## src/hdl/srq_pkg.sv

```systemverilog
// srq_pkg: shared types and constants for the sequenced ring queue
// no dependencies; imported by sequenced_ring_queue and sequenced_ring_queue_tb
`timescale 1ns / 1ps

package srq_pkg;

  localparam int unsigned CMD_W          = 3;
  localparam int unsigned TICKET_W       = 6;
  localparam int unsigned DEF_CAPACITY   = 16;
  localparam int unsigned DEF_DATA_WIDTH = 32;

  typedef enum logic [CMD_W-1:0] {
    CMD_ENQ        = 3'd0,
    CMD_DEQ        = 3'd1,
    CMD_RES_ENQ    = 3'd2,
    CMD_RES_DEQ    = 3'd3,
    CMD_COMMIT_ENQ = 3'd4,
    CMD_COMMIT_DEQ = 3'd5
  } cmd_e;

endpackage

```

## src/hdl/sequenced_ring_queue.sv

```systemverilog
// sequenced_ring_queue: bounded queue with per-slot sequence tags, ticketed reserve/commit
// depends on srq_pkg (command codes, field widths, default parameters)
//
//   channel   | direction | handshake           | payload
//   ----------+-----------+---------------------+------------------------------------
//   request   | in        | start_i / busy_o    | command_i, data_in_i, ticket_i
//   response  | out       | done_o (one cycle)  | ok_o, data_out_o, ticket_out_o
//
// one transaction per cycle; busy_o stays low, so a request is taken on every edge
// with start_i high. done_o follows acceptance through the request register, then the
// slot tag read/compare lands in the result register, which drives done_o and the payload.
// reset (rst_ni low) sets every slot tag to its own index and both positions to zero;
// slot data is not cleared. the receiver cannot stall: done_o is a one-cycle strobe.
`timescale 1ns / 1ps

module sequenced_ring_queue #(
  parameter int unsigned CAPACITY   = srq_pkg::DEF_CAPACITY,
  parameter int unsigned DATA_WIDTH = srq_pkg::DEF_DATA_WIDTH
) (
  input  logic                          clk_i,
  input  logic                          rst_ni,
  input  logic                          start_i,
  output logic                          busy_o,
  input  logic [srq_pkg::CMD_W-1:0]     command_i,
  input  logic [DATA_WIDTH-1:0]         data_in_i,
  input  logic [srq_pkg::TICKET_W-1:0]  ticket_i,
  output logic                          done_o,
  output logic                          ok_o,
  output logic [DATA_WIDTH-1:0]         data_out_o,
  output logic [srq_pkg::TICKET_W-1:0]  ticket_out_o
);

  import srq_pkg::*;

  localparam int unsigned POS_MOD = 4 * CAPACITY;
  localparam int unsigned POS_W   = $clog2(POS_MOD);
  localparam int unsigned IDX_W   = $clog2(CAPACITY);
  localparam int unsigned TK_W    = ((POS_W > TICKET_W) ? POS_W : TICKET_W) + 1;

  // ---------------------------------------------------------------- helpers
  function automatic logic [POS_W-1:0] pos_inc(input logic [POS_W-1:0] p);
    logic [POS_W-1:0] r;
    if (p == POS_W'(POS_MOD - 1)) r = '0;
    else r = p + POS_W'(1);
    return r;
  endfunction

  // pos is below 4*CAPACITY, so three subtractions reach the slot index
  function automatic logic [IDX_W-1:0] slot_of(input logic [POS_W-1:0] p);
    logic [POS_W-1:0] v;
    v = p;
    for (int i = 0; i < 3; i++) begin
      if (v >= POS_W'(CAPACITY)) v = v - POS_W'(CAPACITY);
    end
    return v[IDX_W-1:0];
  endfunction

  // ticket is at most 63 and the ring modulus at least 8: seven steps suffice
  function automatic logic [POS_W-1:0] ticket_wrap(input logic [TICKET_W-1:0] t);
    logic [TK_W-1:0] v;
    v = TK_W'(t);
    for (int i = 0; i < 8; i++) begin
      if (v >= TK_W'(POS_MOD)) v = v - TK_W'(POS_MOD);
    end
    return v[POS_W-1:0];
  endfunction

  function automatic logic [POS_W-1:0] pos_add_cap(input logic [POS_W-1:0] p);
    logic [POS_W:0] s;
    s = {1'b0, p} + (POS_W+1)'(CAPACITY);
    if (s >= (POS_W+1)'(POS_MOD)) s = s - (POS_W+1)'(POS_MOD);
    return s[POS_W-1:0];
  endfunction

  function automatic logic [TICKET_W-1:0] pos_to_ticket(input logic [POS_W-1:0] p);
    logic [TK_W-1:0] e;
    e = TK_W'(p);
    return e[TICKET_W-1:0];
  endfunction

  // ---------------------------------------------------------------- request register
  logic                  req_valid_q;
  logic [CMD_W-1:0]      req_cmd_q;
  logic [DATA_WIDTH-1:0] req_data_q;
  logic [TICKET_W-1:0]   req_ticket_q;

  assign busy_o = 1'b0;

  always_ff @(posedge clk_i or negedge rst_ni) begin
    if (!rst_ni) begin
      req_valid_q <= 1'b0;
    end else begin
      req_valid_q <= start_i && !busy_o;
    end
  end

  always_ff @(posedge clk_i) begin
    if (start_i && !busy_o) begin
      req_cmd_q    <= command_i;
      req_data_q   <= data_in_i;
      req_ticket_q <= ticket_i;
    end
  end

  // ---------------------------------------------------------------- state
  logic [POS_W-1:0]      tag_q [CAPACITY];
  logic [DATA_WIDTH-1:0] slot_data [CAPACITY];
  logic [POS_W-1:0]      enq_pos_q, enq_pos_d;
  logic [POS_W-1:0]      deq_pos_q, deq_pos_d;

  // ---------------------------------------------------------------- execute
  cmd_e                  cmd;
  logic                  enq_kind;
  logic [IDX_W-1:0]      pos_slot;
  logic [POS_W-1:0]      expected_tag;
  logic                  tag_hit;
  logic [POS_W-1:0]      tk_pos;
  logic [IDX_W-1:0]      tk_slot;

  logic                  tag_we;
  logic [IDX_W-1:0]      tag_wa;
  logic [POS_W-1:0]      tag_wd;
  logic                  data_we;
  logic [IDX_W-1:0]      data_wa;
  logic                  rd_en;
  logic                  ok_d;
  logic [TICKET_W-1:0]   ticket_out_d;

  assign cmd      = cmd_e'(req_cmd_q);
  assign enq_kind = (req_cmd_q == CMD_ENQ) || (req_cmd_q == CMD_RES_ENQ);

  // one tag read: the enqueue side or the dequeue side, by command
  assign pos_slot     = enq_kind ? slot_of(enq_pos_q) : slot_of(deq_pos_q);
  assign expected_tag = enq_kind ? enq_pos_q : pos_inc(deq_pos_q);
  assign tag_hit      = (tag_q[pos_slot] == expected_tag);

  assign tk_pos  = ticket_wrap(req_ticket_q);
  assign tk_slot = slot_of(tk_pos);

  always_comb begin
    enq_pos_d    = enq_pos_q;
    deq_pos_d    = deq_pos_q;
    tag_we       = 1'b0;
    tag_wa       = pos_slot;
    tag_wd       = '0;
    data_we      = 1'b0;
    data_wa      = pos_slot;
    rd_en        = 1'b0;
    ok_d         = 1'b0;
    ticket_out_d = '0;
    case (cmd)
      CMD_ENQ: begin
        if (tag_hit) begin
          enq_pos_d = pos_inc(enq_pos_q);
          tag_we    = 1'b1;
          tag_wd    = pos_inc(enq_pos_q);
          data_we   = 1'b1;
          ok_d      = 1'b1;
        end
      end
      CMD_DEQ: begin
        if (tag_hit) begin
          deq_pos_d = pos_inc(deq_pos_q);
          tag_we    = 1'b1;
          tag_wd    = pos_add_cap(deq_pos_q);
          rd_en     = 1'b1;
          ok_d      = 1'b1;
        end
      end
      CMD_RES_ENQ: begin
        if (tag_hit) begin
          enq_pos_d    = pos_inc(enq_pos_q);
          ok_d         = 1'b1;
          ticket_out_d = pos_to_ticket(enq_pos_q);
        end
      end
      CMD_RES_DEQ: begin
        if (tag_hit) begin
          deq_pos_d    = pos_inc(deq_pos_q);
          rd_en        = 1'b1;
          ok_d         = 1'b1;
          ticket_out_d = pos_to_ticket(deq_pos_q);
        end
      end
      CMD_COMMIT_ENQ: begin
        tag_we  = 1'b1;
        tag_wa  = tk_slot;
        tag_wd  = pos_inc(tk_pos);
        data_we = 1'b1;
        data_wa = tk_slot;
        ok_d    = 1'b1;
      end
      CMD_COMMIT_DEQ: begin
        tag_we = 1'b1;
        tag_wa = tk_slot;
        tag_wd = pos_add_cap(tk_pos);
        ok_d   = 1'b1;
      end
      default: begin
        ok_d = 1'b0;
      end
    endcase
  end

  // ---------------------------------------------------------------- registers
  logic                  done_q;
  logic                  ok_q;
  logic [TICKET_W-1:0]   ticket_out_q;
  logic [DATA_WIDTH-1:0] data_out_q;

  always_ff @(posedge clk_i or negedge rst_ni) begin
    if (!rst_ni) begin
      for (int i = 0; i < CAPACITY; i++) begin
        tag_q[i] <= POS_W'(i);
      end
      enq_pos_q <= '0;
      deq_pos_q <= '0;
      done_q    <= 1'b0;
    end else begin
      done_q <= req_valid_q;
      if (req_valid_q) begin
        enq_pos_q <= enq_pos_d;
        deq_pos_q <= deq_pos_d;
        if (tag_we) begin
          tag_q[tag_wa] <= tag_wd;
        end
      end
    end
  end

  // slot data store and result payload
  always_ff @(posedge clk_i) begin
    if (req_valid_q) begin
      ok_q         <= ok_d;
      ticket_out_q <= ticket_out_d;
      data_out_q   <= rd_en ? slot_data[pos_slot] : '0;
      if (data_we) begin
        slot_data[data_wa] <= req_data_q;
      end
    end
  end

  assign done_o       = done_q;
  assign ok_o         = ok_q;
  assign data_out_o   = data_out_q;
  assign ticket_out_o = ticket_out_q;

  // ---------------------------------------------------------------- assertions
  a_enq_pos_step: assert property (@(posedge clk_i) disable iff (!rst_ni)
    (enq_pos_q != $past(enq_pos_q)) |-> (enq_pos_q == pos_inc($past(enq_pos_q))))
    else $error("enqueue position moved by other than one step");

  a_deq_pos_step: assert property (@(posedge clk_i) disable iff (!rst_ni)
    (deq_pos_q != $past(deq_pos_q)) |-> (deq_pos_q == pos_inc($past(deq_pos_q))))
    else $error("dequeue position moved by other than one step");

  a_pos_range: assert property (@(posedge clk_i) disable iff (!rst_ni)
    (enq_pos_q < POS_W'(POS_MOD - 1)) || (enq_pos_q == POS_W'(POS_MOD - 1)))
    else $error("enqueue position outside the ring");

  a_fail_payload: assert property (@(posedge clk_i) disable iff (!rst_ni)
    (done_o && !ok_o) |-> ((data_out_o == '0) && (ticket_out_o == '0)))
    else $error("failed transaction carries payload");

endmodule

```

## config.mk

```make
export PLATFORM = sky130hd
export DESIGN_NAME = sequenced_ring_queue
export DESIGN_NICKNAME = d
export VERILOG_FILES = /design/src/hdl/srq_pkg.sv /design/src/hdl/sequenced_ring_queue.sv
export SDC_FILE = /design/constraint.sdc
export NUM_CORES = 1
export LEC_CHECK = 0
export BUFFER_PORTS_ARGS = -buffer_cell sky130_fd_sc_hd__clkbuf_2
export CORE_UTILIZATION = 40
export CTS_BUF_LIST = sky130_fd_sc_hd__clkbuf_4 sky130_fd_sc_hd__clkbuf_8
export CTS_CLUSTER_DIAMETER = 30
export CTS_CLUSTER_SIZE = 24
export DETAILED_ROUTE_END_ITERATION = 6
export PLACE_DENSITY = 0.59
export SYNTH_ARGS = -nofsm -noshare
export SYNTH_HDL_FRONTEND = slang
export SYNTH_SLANG_ARGS = --single-unit
```

## constraint.sdc

```tcl
create_clock -name clk_i -period 7.15 [get_ports clk_i]
set_clock_uncertainty 0.2 [all_clocks]
set_input_delay 0 -clock clk_i [delete_from_list [all_inputs] [get_ports clk_i]]
set_output_delay 0 -clock clk_i [all_outputs]
set_load 0.005 [all_outputs]
```

Word-level counts from Yosys, hierarchy flattened
Memories as Yosys holds them, arrays and structs flattened. A register that Yosys moved wholly into a read port is not among the register bits.
Cells that the tools add are included.
W data, S select, Z words.
Storage, ports and cells
  register bits: 158
  RAM bits: 512
  bits of input ports: 44
  logic and storage cells: 117
  memories: 1
Operators by class
  add/subtract/negate cells: 16
  magnitude comparators: 14
  equal/unequal tests: 9
  multiplexer cells: 38
  bitwise gates (word level): 2
  reduce and logical (&&, ||, !) cells: 12
Memories
  slot_data: words 16, width 32, rd ports 1, clocked after Yosys merged registers in 1, wr ports 1, RTL line sequenced_ring_queue.sv:107  | logic [DATA_WIDTH-1:0] slot_data [CAPACITY];
Operators with widths (number)
  $mux W6: 19
  $bwmux W96: 1
  $ge A6 B5 Y1 const B: 9
  $sub A6 B5 Y6 const B: 6
  $bmux W6 S4: 1
  $demux W6 S4: 1
  $mux W4: 6
  $pmux W6 S4: 1
  $add A6 B1 Y6 const B: 3
  $eq A6 B6 Y1 const B: 3
  $add A6 B5 Y7 const B: 2
  $ge A7 B7 Y1 const B: 2
  $pmux W6 S2: 1
  $sub A4 B1 Y4 const B: 3
  $sub A6 B1 Y6 const B: 2
  $ge A5 B5 Y1 const B: 2
  $not A4 Y5: 2
  $reduce_or A2 Y1: 4
  $eq A3 B2 Y1 const B: 2
  $eq A3 B3 Y1 const B: 2
  $eq A6 B6 Y1: 1
  $pmux W1 S2: 3
  $reduce_and A3 Y1: 2
  $lt A5 B1 Y1 const B: 1
  other kinds (8): 12

Logic depth before layout (Yosys ltp)
  depth after elaboration: 17
  mapped depth: 14
  gate-level depth less buffers: 10

Least setup slack after synthesis
OpenSTA, ideal clock, no wires.
  path type: reg-to-reg
  start: register req_cmd_q[2], in the netlist cmd[2]
  end: memory slot_data[12][0] (netlist bit), enable pin
  setup time: 0.513 ns
  data arrival time: 6.272 ns
  path slack: 0.165 ns
  cell stages (with the launch flop): 13
  path buffers: 3
  cells stage by stage: edfxtp_1 -> buf_6 -> or3b_4 -> nand2_2 -> buf_2 -> mux2_2 -> a2111oi_0 -> mux2i_1 -> xnor2_1 -> nor4_4 -> buf_6 -> a21oi_2 -> nor4b_1
Between the ends
  word-level cells in the longest chain between the ends: 13
  elaborated cells between the ends (all ways): 17
RTL lines
  start, declared: RTL line sequenced_ring_queue.sv:83  | logic [CMD_W-1:0] req_cmd_q;
  start signal, assigned: RTL line sequenced_ring_queue.sv:99  | req_cmd_q <= command_i;
  $eq A3 B2 Y1 or $logic_not A3 Y1 (tied branches): RTL line sequenced_ring_queue.sv:130, sequenced_ring_queue.sv:151
  $logic_or A1 B1 Y1: RTL line sequenced_ring_queue.sv:130  | assign enq_kind = (req_cmd_q == CMD_ENQ) || (req_cmd_q == CMD_RES_ENQ);
  $mux W4: RTL line sequenced_ring_queue.sv:133  | assign pos_slot = enq_kind ? slot_of(enq_pos_q) : slot_of(deq_pos_q);
  $not A4 Y5 (not written as such): RTL line sequenced_ring_queue.sv:135  | assign tag_hit = (tag_q[pos_slot] == expected_tag);
  $bmux W6 S4: RTL line sequenced_ring_queue.sv:135
  $mux W6 (not written as such) (2 in series): RTL line sequenced_ring_queue.sv:135
  $eq A6 B6 Y1: RTL line sequenced_ring_queue.sv:135
  $mux W1: RTL line sequenced_ring_queue.sv:153  | if (tag_hit) begin
  $pmux W1 S2: RTL line sequenced_ring_queue.sv:151  | case (cmd)
  $mux W1: RTL line sequenced_ring_queue.sv:237  | if (data_we) begin
  $mux W1: RTL line sequenced_ring_queue.sv:233  | if (req_valid_q) begin
  $mux W1 (not written as such): RTL line sequenced_ring_queue.sv:238  | slot_data[data_wa] <= req_data_q;
  end, declared: RTL line sequenced_ring_queue.sv:107
Several ways; a longest one is shown, not always the timed one. The select of a mux whose other input is x is not followed.

Worst setup path after layout
  start: register req_cmd_q[2], in the netlist cmd[2]
  end: memory slot_data[11][30] (netlist bit), enable pin
Same word-level chain as after synthesis.

==> summary.txt <==
Place
  • Input/output buffers: a little over 80
  • Post-placement cell area: 30900 um2
  • Final weighted congestion of routability-driven global placement: 0.840
  • DP Wirelength: 41.9 mm

Clocking
  • Clock tree from TritonCTS: done
  • Number of resized instances in the post-cts repair step: 0
  • Clock network latency to the later pin of the worst-skew pair: 0.78 ns
  • Root buffer selected by CTS: sky130_fd_sc_hd__clkbuf_8
  • Number of clock sinks seen by CTS: 702
  • Count of buffers added by post-CTS timing repair for setup: 0
  • Clock Pin Slew Worst Setup and Hold Paths: ~0.06 ns
  • Inserted Clock Buffers: about 140
  • CTS H-tree lvls: 4
  • Worst-case clock buffer depth: 3

GRT
  • Number of antenna violations at the first check in global routing: 2
  • Global-route wire length before repair: 117 mm
  • Maximum number of pins on one net before global-route repair: between 150 and 200
  • Total track usage: approximately a fifth
  • Number of global-route vias before repair: 19366
  • Remaining global-route overflow: 0

Detailed routing
  • Pre-antenna DRT Iters: 5
  • Drt drc: 0
  • Count of vias placed by the detailed router: 19218
  • Final wirelength: ~77 mm
  • Antenna-violating nets left: 0
  • Vias/cell: 5.46
  • WL/cell: between 20 and 25 um
  • Starting DRT DRC Count: 1390

Critical path
  • Launching element of the worst setup path: cmd[2]
  • Critical path buffer and inverter count: 2
  • Critical Path Start Type: flip-flop
  • FF-to-FF Start: cmd[2]
  • Library cell contributing the largest single delay on the critical path: sky130_fd_sc_hd__nor2_4
  • Critical path type: flip-flop to flip-flop
  • Worst path cell trace: or3b_4 > nand2_4 > buf_4 > mux2_2 > a2111oi_0 > mux2i_1 > xor2_1 > nor2_4 > buf_4 > a31oi_4 > nor2_4
  • Cell family with the largest share of critical-path delay: simple AND/OR/NAND/NOR gates
  • Data arrival time of the worst path: 6.38 ns
  • Number of cells on the critical path: 11
  • Worst Reg2Reg Path Length in Cells: 11
  • Endpoint kind of the worst setup timing path: flip-flop
  • Delay of the slowest critical-path stage: 1.05 ns
  • Required time at the endpoint of the critical path: about 7.3 ns
  • Maximum fanout along the worst path: 51

Yosys
  • Post-Synth XOR/XNOR Area: 0.531%
  • Count of different cell masters after synthesis: 67
  • Post-synth top area cell: sky130_fd_sc_hd__edfxtp_1
  • Multiplexer share of the synthesized area: roughly 4.4%
  • Avg Synthesized Cell Area: 13.1 um2
  • Instance count of the mapped netlist: between 2000 and 2500
  • Top-area cell type share of the netlist area: 60.3%
  • Syn_nets: 2302
  • Synthesis-stage register bit count: between 700 and 800
  • Total number of yosys warnings: 0
  • Post-synth ARST share: 15.7%
  • Post-synthesis share of cell area spent on and, or, nand and nor gates: 14.6%
  • Sequential share of the synthesized area: 69.8%
  • Compound-cell area share of the yosys netlist: 7.93%
  • Adder-cell share of the synthesized area: 0.212%
  • Commonest register cell after synthesis: sky130_fd_sc_hd__edfxtp_1
  • Main combinational cell family by area after synthesis: simple AND/OR/NAND/NOR gates
  • Post-synth EDFFs: approximately 590
  • Syn Std Cell Area: approximately 30000 um2
  • Biggest area contributors in the synthesized netlist: sky130_fd_sc_hd__edfxtp_1, sky130_fd_sc_hd__nand2_1, sky130_fd_sc_hd__dfrtp_1

Finish
  • Fraction of final layout cells with drive strength greater than 1: 19.9%
  • Fin area: about 35000 um2
  • Nets@finish: 2491
  • Post-Route Utilization: between 40 and 50%
  • Count of filler cells inserted in the layout: 6344
  • Area grow syn2layout: 18.9%

Power and ir drop
  • Static Leakage: 12.7 nW
  • Overall power consumption: about 13 mW
  • Power per cell area: 363 nW/um2
  • Largest voltage drop on the vdd net: 0.000329 V

Floorplanning
  • Cell row count: 99
  • Die Width: 273 um
  • Initial Utilization: 40.4%
  • Placeable core area: 73000 um2
  • Top Ports: 85
  • Die height: 273 um
  • Total die area: 74800 um2

STA
  • Slew at the pin closest to its max-slew limit: approximately 1.4 ns
  • Final critical delay including setup and external delays: roughly 6.2 ns
  • Total Neg Setup Slack: 0 ns
  • Worst hold margin: 0.0859 ns
  • Final slew viol count: 0
  • # setup viols final: 0
  • Peak clock frequency supported by timing: 0.160 GHz
  • Hold Vio Cnt, Final: 0
  • Unrepaired setup endpoints after global routing: no
  • Slew headroom: under 10%
  • Fraction of the cycle the final worst path needs: 87.3%

Status
  • Result of the run: completed

Min path
  • Hold Path Origin: start_i
  • Cell depth of the worst min-delay path: 2
  • Worst hold path type: primary input to flip-flop

Job
  • Max cap viols: 0
-- flip-flops by register name, summed over array words and instances, names as in the netlist --
name          cells
ok_o              1
cmd               3
slot_data       512
req_valid_q       1
req_data_q       32
done_o            1
enq_pos_q         6
req_ticket_q      6
deq_pos_q         6
tag_q            96
ticket_out_o      6
data_out_o       32
-- report_power, final --
group | switching (mW) | leakage [nW] | internal, mW | total (mW)
combinational | 2.15 | 4.20 | 0.939 | 3.09
sequential | 0.231 | 6.80 | 4.71 | 4.94
clock | 1.90 | 1.65 | 2.81 | 4.71
total | 4.28 | 12.7 | 8.46 | 12.7
-- area by class of cell --
class	count	area (um2)	share of cell area, %
diodes	2	5.00	0.0143
clock inverters	102	1190	3.38
clock buffers	160	2110	6.03
well taps	959	1200	3.42
inverters	12	45.0	0.129
repair buffers	206	1590	4.55
multi-input cells	1377	8340	23.8
flip-flops and latches	702	20600	58.7
-- metal layers --
layer | up-vias | part of all wire, % | GRT usage [%]
met5 | - | 0 | 0
met3 | 152 | 6.0 | 3.88
met2 | 629 | 49 | 34.4
met1 | 9616 | 42 | 27.3
met4 | 0 | 2.5 | 7.38
li1 | 8821 | - | -
-- per-stage QoR --
step                      worst slack [ns]  instances
final                                0.909       3520
after detailed placement             0.969       3169
after CTS                            0.932       3518
after floorplan                      0.165       2253
after global routing                 0.641       3520
after global placement                1.03       3169
-- cells in the mapped netlist (7+ instances only) --
master,count
sky130_fd_sc_hd__edfxtp_1,592
sky130_fd_sc_hd__nand2_1,531
sky130_fd_sc_hd__nand3_1,181
sky130_fd_sc_hd__a311oi_1,128
sky130_fd_sc_hd__clkbuf_1,118
sky130_fd_sc_hd__dfrtp_1,78
sky130_fd_sc_hd__and3_1,68
sky130_fd_sc_hd__mux2_2,53
sky130_fd_sc_hd__nor2_1,52
sky130_fd_sc_hd__o21ai_0,48
sky130_fd_sc_hd__a21oi_1,46
sky130_fd_sc_hd__mux2_1,37
sky130_fd_sc_hd__nor3b_1,36
sky130_fd_sc_hd__dfstp_2,32
sky130_fd_sc_hd__and2_1,21
sky130_fd_sc_hd__mux2i_1,19
sky130_fd_sc_hd__buf_1,17
sky130_fd_sc_hd__buf_2,17
sky130_fd_sc_hd__nand2b_1,16
sky130_fd_sc_hd__a2111oi_0,12
sky130_fd_sc_hd__inv_1,12
sky130_fd_sc_hd__a31oi_1,11
sky130_fd_sc_hd__xnor2_1,11
sky130_fd_sc_hd__nor3_1,10
sky130_fd_sc_hd__a31oi_4,8
sky130_fd_sc_hd__a31oi_2,7
-- final timing paths --
check	to	slack (ns)
min in group asynchronous	tag_q[44]	0.62
setup reg to reg	slot_data[11][30]	0.91
setup / recovery	slot_data[11][30]	0.91
max in group asynchronous	tag_q[32]	5.11
hold / removal	req_data_q[3]	0.09
hold reg to reg	tag_q[48]	0.27
-- layout by cell type (no fill, tap or decap), drive strengths merged, types with 5 or more instances in the layout --
cell and instances:
clkinvlp 16, o31ai 5, edfxtp 592, clkinv 49, dlygate4sd3 86, xnor2 12, dfrtp 78, and3 68
a311oi 128, inv 28, bufinv 21, nand2b 16, mux2i 19, buf 38, xor2 5, nand3 182
and2 21, o21ai 51, nand2 532, a21oi 47, nor4 6, ha 5, dfstp 32, a2111oi 13
mux2 96, nor3 11, a31oi 26, clkbuf 242, nor3b 36, nor2 54
-- worst register-to-register path, stage by stage, from the launching register on --
cell and delay (ns):
sky130_fd_sc_hd__edfxtp_1 0.67, sky130_fd_sc_hd__or3b_4 0.71, sky130_fd_sc_hd__nand2_4 0.24, sky130_fd_sc_hd__buf_4 0.56
sky130_fd_sc_hd__mux2_2 0.41, sky130_fd_sc_hd__a2111oi_0 0.48, sky130_fd_sc_hd__mux2i_1 0.22, sky130_fd_sc_hd__xor2_1 0.25
sky130_fd_sc_hd__nor2_4 0.46, sky130_fd_sc_hd__buf_4 0.35, sky130_fd_sc_hd__a31oi_4 0.19, sky130_fd_sc_hd__nor2_4 1.05
-- cell families after synthesis --
kind of cell,count (synthesis)
DFF,702
xor gates and xnor gates,17
muxes,115
buffers and inverters,174
and+or+nand+nor,945
adders and majority gates,5
other,1
AOI/OAI and AO/OA,294
-- timing repair --
| item | CTS | global route |
|---|---|---|
| hold buffers | 87 | 0 |
| endpoints found under the hold margin | 170 | 0 |
| setup endpoints to repair | 0 | 0 |
(Power assumes the default switching activity.)
